**src/hw/rtl/dd_pkg.sv**
```systemverilog
// ----------------------------------------------------------------------------
// dd_pkg
// Shared types, constants and calendar tables for the date difference unit.
// ----------------------------------------------------------------------------
`default_nettype none

package dd_pkg;

  localparam int YEAR_LIMIT_DEF = 9999;

  localparam int DAY_W   = 5;
  localparam int MONTH_W = 4;
  localparam int YEAR_W  = 14;
  localparam int COUNT_W = 22;
  localparam int ORDER_W = 2;

  // Shifted year (year + 400, minus one for January and February).
  localparam int YY_W   = YEAR_W + 1;
  // Days into the March-based year plus day of month minus one.
  localparam int DOFF_W = 9;
  // Day number width.
  localparam int DNUM_W = 23;

  // Divide by 100 through multiply by 5243 and shift by 19; exact below 43690.
  localparam int DIV100_MUL   = 5243;
  localparam int DIV100_SHIFT = 19;
  localparam int DIV100_W     = 13;
  localparam int DAYS_PER_YEAR = 365;

  localparam logic [COUNT_W-1:0] COUNT_MAX = {COUNT_W{1'b1}};

  localparam logic [ORDER_W-1:0] ORD_EQUAL         = 2'd0;
  localparam logic [ORDER_W-1:0] ORD_FIRST_LATER   = 2'd1;
  localparam logic [ORDER_W-1:0] ORD_FIRST_EARLIER = 2'd2;

  typedef struct packed {
    logic [DAY_W-1:0]   first_day;
    logic [MONTH_W-1:0] first_month;
    logic [YEAR_W-1:0]  first_year;
    logic [DAY_W-1:0]   second_day;
    logic [MONTH_W-1:0] second_month;
    logic [YEAR_W-1:0]  second_year;
  } in_item_t;

  typedef struct packed {
    logic [COUNT_W-1:0] day_count;
    logic [ORDER_W-1:0] order;
    logic               date_error;
  } out_item_t;

  typedef struct packed {
    logic s2_en;
    logic s3_en;
  } pipe_ctrl_t;

  // Days before the first of the month, counted from 1 March.
  function automatic logic [DOFF_W-1:0] month_offset(input logic [MONTH_W-1:0] m);
    logic [DOFF_W-1:0] r;
    case (m)
      4'd3:    r = 9'd0;
      4'd4:    r = 9'd31;
      4'd5:    r = 9'd61;
      4'd6:    r = 9'd92;
      4'd7:    r = 9'd122;
      4'd8:    r = 9'd153;
      4'd9:    r = 9'd184;
      4'd10:   r = 9'd214;
      4'd11:   r = 9'd245;
      4'd12:   r = 9'd275;
      4'd1:    r = 9'd306;
      4'd2:    r = 9'd337;
      default: r = 9'd0;
    endcase
    return r;
  endfunction

  function automatic logic [DAY_W-1:0] month_length(input logic [MONTH_W-1:0] m,
                                                    input logic leap);
    logic [DAY_W-1:0] r;
    case (m) inside
      4'd4, 4'd6, 4'd9, 4'd11: r = 5'd30;
      4'd2:                    r = leap ? 5'd29 : 5'd28;
      default:                 r = 5'd31;
    endcase
    return r;
  endfunction

endpackage

`default_nettype wire

```
**src/hw/rtl/dd_check.sv**
```systemverilog
// ----------------------------------------------------------------------------
// dd_check
// Validates one date and prepares the shifted year and day offset.
// ----------------------------------------------------------------------------
`default_nettype none

module dd_check #(
  parameter int YEAR_LIMIT = dd_pkg::YEAR_LIMIT_DEF
) (
  input  wire logic [dd_pkg::DAY_W-1:0]   day,
  input  wire logic [dd_pkg::MONTH_W-1:0] month,
  input  wire logic [dd_pkg::YEAR_W-1:0]  year,
  output logic                            ok,
  output logic [dd_pkg::YY_W-1:0]         yy,
  output logic [dd_pkg::DOFF_W-1:0]       doff
);
  import dd_pkg::*;

  localparam int PROD_W = YEAR_W + DIV100_W;

  logic [PROD_W-1:0] q_prod;
  logic [7:0]        q100;
  logic [YEAR_W-1:0] hund;
  logic              by100;
  logic              leap;
  logic              month_ok;
  logic              year_ok;
  logic              day_ok;
  logic              early;

  assign q_prod = PROD_W'(year) * PROD_W'(DIV100_MUL);
  assign q100   = q_prod[DIV100_SHIFT +: 8];
  assign hund   = YEAR_W'({6'b0, q100} * 14'd100);
  assign by100  = (hund == year);
  // Leap on 4 unless on 100, then only on 400.
  assign leap   = (year[1:0] == 2'b00 && !by100) || (by100 && q100[1:0] == 2'b00);

  assign month_ok = month inside {[4'd1:4'd12]};
  assign year_ok  = (32'(year) <= 32'(YEAR_LIMIT));
  assign day_ok   = (day != '0) && (day <= month_length(month, leap));
  assign ok       = month_ok && year_ok && day_ok;

  assign early = (month <= 4'd2);
  assign yy    = {1'b0, year} + (early ? YY_W'(399) : YY_W'(400));
  assign doff  = month_offset(month) + DOFF_W'(day) - DOFF_W'(1);

endmodule

`default_nettype wire

```
**src/hw/rtl/dd_day_number.sv**
```systemverilog
// ----------------------------------------------------------------------------
// dd_day_number
// Two-stage day number: products and quotients, then the final sum.
// ----------------------------------------------------------------------------
`default_nettype none

module dd_day_number (
  input  wire logic                      clk,
  input  wire dd_pkg::pipe_ctrl_t        ctrl,
  input  wire logic [dd_pkg::YY_W-1:0]   yy,
  input  wire logic [dd_pkg::DOFF_W-1:0] doff,
  output logic [dd_pkg::DNUM_W-1:0]      dnum
);
  import dd_pkg::*;

  localparam int PROD_W = YY_W + DIV100_W;

  logic [PROD_W-1:0] prod;
  logic [DNUM_W-1:0] p365_r, p365_nxt;
  logic [8:0]        q100_r, q100_nxt;
  logic [YY_W-3:0]   q4_r, q4_nxt;
  logic [DOFF_W-1:0] doff_r;
  logic [DNUM_W-1:0] dnum_r, dnum_nxt;

  assign prod     = PROD_W'(yy) * PROD_W'(DIV100_MUL);
  assign q100_nxt = prod[DIV100_SHIFT +: 9];
  assign p365_nxt = DNUM_W'(yy) * DNUM_W'(DAYS_PER_YEAR);
  assign q4_nxt   = yy[YY_W-1:2];

  always_ff @(posedge clk) begin
    if (ctrl.s2_en) begin
      p365_r <= p365_nxt;
      q100_r <= q100_nxt;
      q4_r   <= q4_nxt;
      doff_r <= doff;
    end
  end

  // yy/400 is the quotient by 100 shifted down by two.
  assign dnum_nxt = p365_r + DNUM_W'(q4_r) - DNUM_W'(q100_r)
                  + DNUM_W'(q100_r[8:2]) + DNUM_W'(doff_r);

  always_ff @(posedge clk) begin
    if (ctrl.s3_en) begin
      dnum_r <= dnum_nxt;
    end
  end

  assign dnum = dnum_r;

endmodule

`default_nettype wire

```
**src/hw/rtl/dd_compare.sv**
```systemverilog
// ----------------------------------------------------------------------------
// dd_compare
// Orders two day numbers, forms the saturated difference, holds the result.
// ----------------------------------------------------------------------------
`default_nettype none

module dd_compare (
  input  wire logic                      clk,
  input  wire logic                      rst_n,
  input  wire logic                      s3_valid,
  input  wire logic                      s3_error,
  input  wire logic [dd_pkg::DNUM_W-1:0] dnum_a,
  input  wire logic [dd_pkg::DNUM_W-1:0] dnum_b,
  output logic                           s3_ready,
  output logic                           out_valid,
  input  wire logic                      out_stall,
  output dd_pkg::out_item_t              out_item
);
  import dd_pkg::*;

  logic              out_valid_r, out_valid_nxt;
  out_item_t         out_item_r, out_item_nxt;
  logic              a_gt;
  logic              a_lt;
  logic [DNUM_W-1:0] diff;

  assign a_gt = dnum_a > dnum_b;
  assign a_lt = dnum_a < dnum_b;
  assign diff = a_gt ? (dnum_a - dnum_b) : (dnum_b - dnum_a);

  always_comb begin
    out_item_nxt = '0;
    if (s3_error) begin
      out_item_nxt.date_error = 1'b1;
    end else begin
      out_item_nxt.day_count = (diff > DNUM_W'(COUNT_MAX)) ? COUNT_MAX
                                                           : diff[COUNT_W-1:0];
      out_item_nxt.order     = a_gt ? ORD_FIRST_LATER :
                               a_lt ? ORD_FIRST_EARLIER : ORD_EQUAL;
    end
  end

  assign s3_ready      = !out_valid_r || !out_stall;
  assign out_valid_nxt = s3_ready ? s3_valid : out_valid_r;

  always_ff @(posedge clk) begin
    if (!rst_n) begin
      out_valid_r <= 1'b0;
    end else begin
      out_valid_r <= out_valid_nxt;
    end
  end

  always_ff @(posedge clk) begin
    if (s3_ready) begin
      out_item_r <= out_item_nxt;
    end
  end

  assign out_valid = out_valid_r;
  assign out_item  = out_item_r;

  a_error_zero: assert property (@(posedge clk) disable iff (!rst_n)
    out_valid_r && out_item_r.date_error |->
      out_item_r.day_count == '0 && out_item_r.order == ORD_EQUAL)
    else $error("error item carries a nonzero count or order");

  a_equal_zero: assert property (@(posedge clk) disable iff (!rst_n)
    out_valid_r && out_item_r.order == ORD_EQUAL |-> out_item_r.day_count == '0)
    else $error("equal dates with nonzero count");

  a_unequal_nonzero: assert property (@(posedge clk) disable iff (!rst_n)
    out_valid_r && out_item_r.order != ORD_EQUAL |->
      out_item_r.day_count != '0 && !out_item_r.date_error)
    else $error("ordered dates with zero count or error");

  a_order_code: assert property (@(posedge clk) disable iff (!rst_n)
    out_valid_r |-> out_item_r.order != 2'd3)
    else $error("unused order code");

endmodule

`default_nettype wire

```
**src/hw/rtl/date_difference_in_days_unit.sv**
```systemverilog
// ----------------------------------------------------------------------------
// date_difference_in_days_unit
// Days between two Gregorian dates, with their order and a bad-date flag.
// ----------------------------------------------------------------------------
//  channel | ports                          | payload
//  --------+--------------------------------+-------------------------------
//  input   | in_valid, in_stall, in_item    | two dates (day, month, year)
//  output  | out_valid, out_stall, out_item | day_count, order, date_error
//
// Four register stages: date check and year shift, constant products and
// the divide-by-100 quotient, day number sum, compare and output register.
// One item is accepted every cycle while in_stall is low.
// Synchronous active-low reset clears the stage valid bits only.
// A stage advances when it is empty or the next stage advances, so a held
// output lets bubbles in front of it fill up before the input stalls.
// ----------------------------------------------------------------------------
`default_nettype none

module date_difference_in_days_unit #(
  parameter int YEAR_LIMIT = dd_pkg::YEAR_LIMIT_DEF
) (
  input  wire logic              clk,
  input  wire logic              rst_n,
  input  wire logic              in_valid,
  output logic                   in_stall,
  input  wire dd_pkg::in_item_t  in_item,
  output logic                   out_valid,
  input  wire logic              out_stall,
  output dd_pkg::out_item_t      out_item
);
  import dd_pkg::*;

  logic              v1_r, v1_nxt;
  logic              v2_r, v2_nxt;
  logic              v3_r, v3_nxt;
  logic              err1_r, err2_r, err3_r;
  logic              rdy1, rdy2, rdy3, rdy_out;
  pipe_ctrl_t        ctrl;

  logic              ok_a, ok_b;
  logic [YY_W-1:0]   yy_a, yy_b;
  logic [DOFF_W-1:0] doff_a, doff_b;
  logic [YY_W-1:0]   yy_a_r, yy_b_r;
  logic [DOFF_W-1:0] doff_a_r, doff_b_r;
  logic [DNUM_W-1:0] dnum_a, dnum_b;

  dd_check #(.YEAR_LIMIT(YEAR_LIMIT)) u_check_a (
    .day   (in_item.first_day),
    .month (in_item.first_month),
    .year  (in_item.first_year),
    .ok    (ok_a),
    .yy    (yy_a),
    .doff  (doff_a)
  );

  dd_check #(.YEAR_LIMIT(YEAR_LIMIT)) u_check_b (
    .day   (in_item.second_day),
    .month (in_item.second_month),
    .year  (in_item.second_year),
    .ok    (ok_b),
    .yy    (yy_b),
    .doff  (doff_b)
  );

  // Ready chain from the output register back to the input.
  assign rdy3     = !v3_r || rdy_out;
  assign rdy2     = !v2_r || rdy3;
  assign rdy1     = !v1_r || rdy2;
  assign in_stall = !rdy1;

  assign ctrl.s2_en = rdy2;
  assign ctrl.s3_en = rdy3;

  assign v1_nxt = rdy1 ? in_valid : v1_r;
  assign v2_nxt = rdy2 ? v1_r : v2_r;
  assign v3_nxt = rdy3 ? v2_r : v3_r;

  always_ff @(posedge clk) begin
    if (!rst_n) begin
      v1_r <= 1'b0;
      v2_r <= 1'b0;
      v3_r <= 1'b0;
    end else begin
      v1_r <= v1_nxt;
      v2_r <= v2_nxt;
      v3_r <= v3_nxt;
    end
  end

  always_ff @(posedge clk) begin
    if (rdy1) begin
      err1_r   <= !(ok_a && ok_b);
      yy_a_r   <= yy_a;
      yy_b_r   <= yy_b;
      doff_a_r <= doff_a;
      doff_b_r <= doff_b;
    end
    if (rdy2) begin
      err2_r <= err1_r;
    end
    if (rdy3) begin
      err3_r <= err2_r;
    end
  end

  dd_day_number u_dnum_a (
    .clk  (clk),
    .ctrl (ctrl),
    .yy   (yy_a_r),
    .doff (doff_a_r),
    .dnum (dnum_a)
  );

  dd_day_number u_dnum_b (
    .clk  (clk),
    .ctrl (ctrl),
    .yy   (yy_b_r),
    .doff (doff_b_r),
    .dnum (dnum_b)
  );

  dd_compare u_compare (
    .clk       (clk),
    .rst_n     (rst_n),
    .s3_valid  (v3_r),
    .s3_error  (err3_r),
    .dnum_a    (dnum_a),
    .dnum_b    (dnum_b),
    .s3_ready  (rdy_out),
    .out_valid (out_valid),
    .out_stall (out_stall),
    .out_item  (out_item)
  );

  a_stall_full: assert property (@(posedge clk) disable iff (!rst_n)
    in_stall |-> v1_r && v2_r && v3_r && out_valid)
    else $error("input stalled with a bubble in the pipe");

  a_advance: assert property (@(posedge clk) disable iff (!rst_n)
    in_valid && !in_stall |=> v1_r)
    else $error("accepted item lost at stage one");

  a_hold_stage3: assert property (@(posedge clk) disable iff (!rst_n)
    v3_r && !rdy3 |=> v3_r && $stable(err3_r))
    else $error("stage three changed while held");

endmodule

`default_nettype wire

```
**config.mk**
```make
export PLATFORM = sky130hd
export DESIGN_NAME = date_difference_in_days_unit
export DESIGN_NICKNAME = d
export VERILOG_FILES = /design/src/hw/rtl/dd_pkg.sv /design/src/hw/rtl/dd_check.sv /design/src/hw/rtl/dd_day_number.sv /design/src/hw/rtl/dd_compare.sv /design/src/hw/rtl/date_difference_in_days_unit.sv
export SDC_FILE = /design/constraint.sdc
export NUM_CORES = 2
export LEC_CHECK = 0
export BUFFER_PORTS_ARGS = -buffer_cell sky130_fd_sc_hd__buf_2
export CAP_MARGIN = 20
export CORE_UTILIZATION = 55
export DETAILED_ROUTE_END_ITERATION = 10
export HOLD_SLACK_MARGIN = 0.12
export PLACE_DENSITY = 0.71
export SETUP_SLACK_MARGIN = 0.3
export SYNTH_ARGS = -nofsm -noshare
export SYNTH_HDL_FRONTEND = slang
export SYNTH_HIERARCHICAL = 1
export SYNTH_SLANG_ARGS = --single-unit
```
**constraint.sdc**
```tcl
create_clock -name clk -period 9.3 [get_ports clk]
set_clock_uncertainty 0.1 [all_clocks]
set_input_delay 0.465 -clock clk [delete_from_list [all_inputs] [get_ports clk]]
set_output_delay 0.465 -clock clk [all_outputs]
set_load 0.01 [all_outputs]
```
Yosys cells after proc, flatten, opt, wreduce, memory -nomap -nowiden
Memories as Yosys holds them, arrays and structs flattened.
Cells that the tools add are included.
W data, S select, Z words.
{ "totals": {"romBits": 288, "mem_bits_rw": 0, "input_bits": 50, "word_cells": 126, "n_memories": 2, "out_inout_bits": 27, "latchBits": 0, "reg_bits": 234} }
{ "op_classes": {"n_lt_le_gt_ge": 13, "n_div": 0, "n_shift": 0, "mux": 13, "bitwise": 0, "add_sub_neg": 16, "eq_ne": 12, "n_reduce_logical": 37, "multipliers": 8} }
{ "mem_list": {"columns": ["memory", "depth", "word_bits", "read_ports", "rd_clocked_by_memory_dff", "wr", "line_no", "rtl"], "rows": [
  ["(no name shown)", 16, 9, 1, 0, 0, "dd_pkg.sv:59", "case (m)"],
  ["(no name shown)", 16, 9, 1, 0, 0, "dd_pkg.sv:59", null]
]} }
{ "op_table": {"columns": ["op", "n"], "rows": [
  ["$mul A15 B13 Y28 const B", 2],
  ["$mul A14 B13 Y27 const B", 2],
  ["$add A23 B13 Y23", 2],
  ["$add A23 B7 Y23", 2],
  ["$add A23 B9 Y23", 2],
  ["$mul A15 B9 Y23 const B", 2],
  ["$sub A23 B23 Y23", 2],
  ["$sub A23 B9 Y23", 2],
  ["$add A14 B15 Y15", 2],
  ["$mux W5", 6],
  ["$eq A14 B14 Y1", 2],
  ["$le A14 B14 Y1 const B", 2],
  ["$mul A8 B5 Y12 const B", 2],
  ["$gt A23 B22 Y1 const B", 1],
  ["$gt A23 B23 Y1", 1],
  ["$lt A23 B23 Y1", 1],
  ["$mux W23", 1],
  ["$mux W22", 1],
  ["$add A9 B5 Y9", 2],
  ["$sub A9 B1 Y9 const B", 2],
  ["$eq A4 B3 Y1 const B", 4],
  ["$eq A4 B4 Y1 const B", 4],
  ["$logic_and A1 B1 Y1", 13],
  ["$le A5 B5 Y1", 2],
  ["12 further kinds", 37]
]} }

Longest topological paths before layout
{ "depth": {"word_depth": 14, "ltp_mapped": 37, "depth_no_buf": 37} }

Cells and area by module
The synthesis kept the hierarchy.
{ "modules_own_cells": {"columns": ["module", "area_per_inst_um2", "seq_area_each_um2", "n_inst", "cells_per_inst"], "rows": [
  ["dd_day_number (u_dnum_b)", 10639.0, 2312.2, 1, 1023],
  ["dd_day_number (u_dnum_a)", 10268.6, 2312.2, 1, 968],
  ["dd_check (u_check_a)", 5426.5, 0.0, 1, 597],
  ["dd_check (u_check_b)", 5315.1, 0.0, 1, 583],
  ["dd_compare", 3797.4, 770.7, 1, 491],
  ["date_difference_in_days_unit", 1659.1, 1591.5, 1, 64]
]} }

Least setup slack after synthesis
OpenSTA, ideal clock, no wires.
{ "synth_path": {"path_type": "input port to flip-flop", "startpoint": "in in_item[28] (netlist name)", "endpoint": "reg err1_r (data pin)", "path_stages": 33, "arrival_time_ps": 7919, "setup_time_ps": 269, "n_path_buf": 0, "setup_slack_ps": 1012, "t_required_ps": 8931, "path_cell_list": "inv_1 fa_1 inv_1 ha_1 fa_1 fa_1 inv_1 fa_1 inv_1 ha_1 a21oi_2 o21ai_2 a2111oi_2 o211ai_2 a21o_1 xor2_1 ha_1 ha_1 inv_1 fa_1 inv_1 ha_1 a21o_1 a21oi_1 xnor2_1 nor4_1 o2111ai_1 o41ai_1 a31oi_1 ha_1 a211oi_1 a2111oi_0 nand2_1"} }
{ "synth_between": {"elab_chain_len": 14, "word_cells_on_any_way": 18, "classes_between": "mul: 2; order compare: 2; eq/ne: 1; mux: 3; reduce/logical: 10"} }
{ "synth_lines": {"columns": ["element", "line_no", "rtl"], "rows": [
  ["from (decl)", "date_difference_in_days_unit.sv:26", "input wire dd_pkg::in_item_t in_item,"],
  ["$mul A14 B13 Y27", "dd_check.sv:31", "assign q_prod = PROD_W'(year) * PROD_W'(DIV100_MUL);"],
  ["$mul A8 B5 Y12", "dd_check.sv:33", "assign hund = YEAR_W'({6'b0, q100} * 14'd100);"],
  ["$eq A14 B14 Y1", "dd_check.sv:34", "assign by100 = (hund == year);"],
  ["$logic_not A1 Y1", "dd_check.sv:36", "assign leap = (year[1:0] == 2'b00 && !by100) || (by100 && q100[1:0] == 2'b00);"],
  ["$logic_and A1 B1 Y1", "dd_check.sv:36", null],
  ["$logic_or A1 B1 Y1", "dd_check.sv:36", null],
  ["$mux W1", "dd_pkg.sv:82", "4'd2: r = leap ? 5'd29 : 5'd28;"],
  ["$mux W5 (2 in a row)", "dd_pkg.sv:80", "case (m) inside"],
  ["$le A5 B5 Y1", "dd_check.sv:40", "assign day_ok = (day != '0) && (day <= month_length(month, leap));"],
  ["$logic_and A1 B1 Y1", "dd_check.sv:40", null],
  ["$logic_and A1 B1 Y1 (*)", "dd_check.sv:41", "assign ok = month_ok && year_ok && day_ok;"],
  ["via ok_a", "date_difference_in_days_unit.sv:40", "logic ok_a, ok_b;"],
  ["$logic_and A1 B1 Y1 (*)", "date_difference_in_days_unit.sv:92", "err1_r <= !(ok_a && ok_b);"],
  ["$logic_not A1 Y1 (*)", "date_difference_in_days_unit.sv:92", null],
  ["to (signal assigned)", "date_difference_in_days_unit.sv:92", null],
  ["to (decl)", "date_difference_in_days_unit.sv:36", "logic err1_r, err2_r, err3_r;"]
]} }
Mark *: on every way through the listed nets, which the timed path passes. The rest lies on a longest branch.
A chain may end at the register's enable or synchronous reset.

Final worst setup path
{ "layout_path": {"startpoint": "in in_item[12] (netlist name)", "endpoint": "reg err1_r (data pin)"} }
{ "layout_between": {"elab_chain_len": 14, "word_cells_on_any_way": 18, "classes_between": "mul: 2; order compare: 2; eq/ne: 1; mux: 3; reduce/logical: 10"} }
{ "layout_lines": {"columns": ["element", "line_no"], "rows": [
  ["$mul A14 B13 Y27", "dd_check.sv:31"],
  ["$mul A8 B5 Y12", "dd_check.sv:33"],
  ["$eq A14 B14 Y1", "dd_check.sv:34"],
  ["$logic_not A1 Y1", "dd_check.sv:36"],
  ["$logic_and A1 B1 Y1", "dd_check.sv:36"],
  ["$logic_or A1 B1 Y1", "dd_check.sv:36"],
  ["$mux W1", "dd_pkg.sv:82"],
  ["$mux W5 (2 in a row)", "dd_pkg.sv:80"],
  ["$le A5 B5 Y1", "dd_check.sv:40"],
  ["$logic_and A1 B1 Y1", "dd_check.sv:40"],
  ["$logic_and A1 B1 Y1 (*)", "dd_check.sv:41"],
  ["via ok_b", "date_difference_in_days_unit.sv:40"],
  ["$logic_and A1 B1 Y1 (*)", "date_difference_in_days_unit.sv:92"],
  ["$logic_not A1 Y1 (*)", "date_difference_in_days_unit.sv:92"]
]} }
Marks and branches as above.

==> impl_metrics.env <==
export IMPL_ant_nets=0
export IMPL_async_reset_ff_share_pct=0
export IMPL_pin_count=77
export IMPL_die_w_um=262
export IMPL_coreArea_mm2=0.0662
export IMPL_cp_end_kind="flip-flop"
export IMPL_hold_ws_ns=0.241
export IMPL_drtPass1Iterations=9
export IMPL_netlist_area_mm2=0.0371
export IMPL_crit_path_max_incr_delay_ns=0.53
export IMPL_worst_r2r_cell_count=17
export IMPL_layout_common_cells="inv_1 (970), ha_1 (737), fa_1 (416), edfxtp_1 (230), a21oi_1 (183)"
export IMPL_hold_depth=2
export IMPL_worstPathRequired_ns=9.51
export IMPL_cts_made_buffers=29
export IMPL_hpwl_mm=69.0
export IMPL_grt_pass1_wl_mm=134
export IMPL_ff2ff_setup_slack_ns=3.48
export IMPL_syn_nets=4929
export IMPL_cts_sinks=234
export IMPL_final_common_cell="inv_1"
export IMPL_synth_seq_cells=234
export IMPL_synth_ff_type="edfxtp_1"
export IMPL_drc=1
export IMPL_drv_cap=0
export IMPL_setup_viol=0
export IMPL_crit_type="in2reg"
export IMPL_use_met1_pct=34.2
export IMPL_finalCriticalPeriod_ns=8.50
export IMPL_avgSynthCellArea_um2=9.96
export IMPL_tightest_slew_ns=1.03
export IMPL_area_delta_synth_final_pct=6.34
export IMPL_synth_edf_count=230
export IMPL_post_cts_buffers=0
export IMPL_fp_dieH_um=262
export IMPL_grt_max_degree=57
export IMPL_gp_congestion=0.973
export IMPL_antenna_found_initial=3
export IMPL_hold_class="in2reg"
export IMPL_vias_per_cell=5.45
export IMPL_relSlewSlack_pct=31.1
export IMPL_grt_ovfl_total=0
export IMPL_critPathArrivalTime_ns=8.71
export IMPL_violations="design-rule violations"
export IMPL_finalCritPeriodShare_pct=91.4
export IMPL_use_met3_pct=3.59
export IMPL_hold_viol=0
export IMPL_routed_wl_mm=80.9
export IMPL_dieArea_mm2=0.0685
export IMPL_fmax_mhz=118
export IMPL_cts_root_buf="clkbuf_16"
export IMPL_clkTransAtPathRegs_ns=0.06
export IMPL_nets=5010
export IMPL_syn_inst=3726
export IMPL_numPortBuffers=76
export IMPL_gr_max_usage_layer="met2"
export IMPL_drive_gt1_share_pct=5.14
export IMPL_wire_per_inst_um=17.2
export IMPL_grt_usage_pct=24.6
export IMPL_ys_seq_area_share_pct=18.8
export IMPL_routed_via_count=25603
export IMPL_cts_tree="built"
export IMPL_ys_types=109
export IMPL_status="finished with violations"
export IMPL_drt_iter0_markers=1664
export IMPL_clk_path_buf_depth=3
export IMPL_cts_htree_levels=1
export IMPL_initial_core_util_pct=56.0
export IMPL_use_met2_pct=40.5
export IMPL_tns_ns=0
export IMPL_crit_slowest_cell="fa_1"
export IMPL_crit_fanout=10
export IMPL_rows=94
export IMPL_drv_slew=0
export IMPL_clk_latency_ns=0.58
export IMPL_rsz0062_at_grt="no"
export IMPL_crit_path_start_kind="input pin"
export IMPL_grt_pass1_vias=26087
export IMPL_yosys_warnings=6
-- flip-flops by register name, summed over array words and instances (netlist names), 13 cells and up --
| signal | flops |
|---|---|
| u_compare/out_item | 25 |
| u_dnum_a/dnum | 23 |
| u_dnum_a/p365_r | 23 |
| u_dnum_a/q4_r | 13 |
| u_dnum_b/dnum | 23 |
| u_dnum_b/p365_r | 23 |
| u_dnum_b/q4_r | 13 |
| yy_a_r | 15 |
| yy_b_r | 15 |
-- cells in the mapped netlist (14+ instances only) --
library cell | count | area [um2]
nor3_1 | 46 | 230
ha_1 | 737 | 9220
nor4_1 | 18 | 113
a21o_1 | 69 | 518
edfxtp_1 | 230 | 6910
inv_1 | 973 | 3650
buf_2 | 19 | 95.1
nor2_1 | 107 | 402
a21oi_1 | 183 | 916
nand3_1 | 57 | 285
a31oi_1 | 21 | 131
o21bai_1 | 25 | 188
o211ai_1 | 17 | 128
and3_1 | 14 | 87.6
fa_1 | 416 | 8330
mux2i_1 | 16 | 160
xor2_1 | 41 | 359
nor2b_1 | 25 | 156
o21a_1 | 39 | 293
o21ai_0 | 102 | 510
a211oi_1 | 33 | 248
nand2_1 | 94 | 353
nand4_1 | 30 | 188
nand2b_1 | 22 | 138
clkbuf_1 | 14 | 52.6
xnor2_1 | 134 | 1170
-- stage by stage --
step | utilization (%) | setup WS, ns | instances | cell area (um2)
after floorplan | - | 1.01 | 3726 | 37100
after global placement | 58.1 | 0.317 | 4636 | 38400
after detailed placement | 58.1 | 0.179 | 4636 | 38400
after CTS | 59.6 | 0.780 | 4693 | 39400
after global routing | 59.6 | 0.309 | 4694 | 39500
final | 59.6 | 0.800 | 4694 | 39500
-- area by class of cell --
class,count,area (um2)
diodes,1,2.50
clock buffers,33,741
clock inverters,20,215
fillers,5606,26800
inverters,973,3650
multi-input cells,2474,26200
flip-flops and latches,234,6990
well taps,864,1080
repair buffers,95,533
-- routing by layer --
| layer | part of all wire (%) | wire length [um] |
|---|---|---|
| met1 | 46 | 37600 |
| met2 | 46 | 37200 |
| met3 | 5.3 | 4310 |
| met4 | 2.3 | 1820 |
| met5 | 0.033 | 27 |
-- worst paths after layout --
| kind | from | to |
|---|---|---|
| hold / removal | in_item[0] | yy_b_r[0]$_DFFE_PP_ |
| hold reg to reg | doff_a_r[4]$_DFFE_PP_ | u_dnum_a/doff_r[4]$_DFFE_PP_ |
| setup reg to reg | yy_a_r[11]$_DFFE_PP_ | u_dnum_a/q100_r[7]$_DFFE_PP_ |
| setup / recovery | in_item[12] | err1_r$_DFFE_PP_ |
-- timing repair --
item | 4_1_cts | 5_1_grt
endpoints found under the setup margin | 0 | 1
endpoints found under the hold margin | 4 | 0
gates resized for setup | 0 | 3
hold buffers | 4 | 0
-- critical path, delay by kind of cell --
kind	cells	cell delay (ns)
compound gates	11	2.14
simple gates	7	1.21
buf+inv	7	0.55
fa+ha+maj	11	4.33
-- kinds of logic (layout without fill, tap and decap cells) --
| logic type | Yosys count | in the layout | share of synthesized area (%) |
|---|---|---|---|
| compound gates | 636 | 636 | 11.8 |
| mux | 17 | 17 | 0.472 |
| fa+ha+maj | 1153 | 1153 | 47.3 |
| simple gates | 491 | 491 | 6.94 |
| buf+inv | 1018 | 1121 | 10.5 |
| flops | 234 | 234 | 18.8 |
| xor+xnor | 177 | 177 | 4.24 |
| other cells | 0 | 1 | 0 |
Power is not shown: default switching activity piles up to over one toggle a cycle in this logic, so the estimate is an artifact.
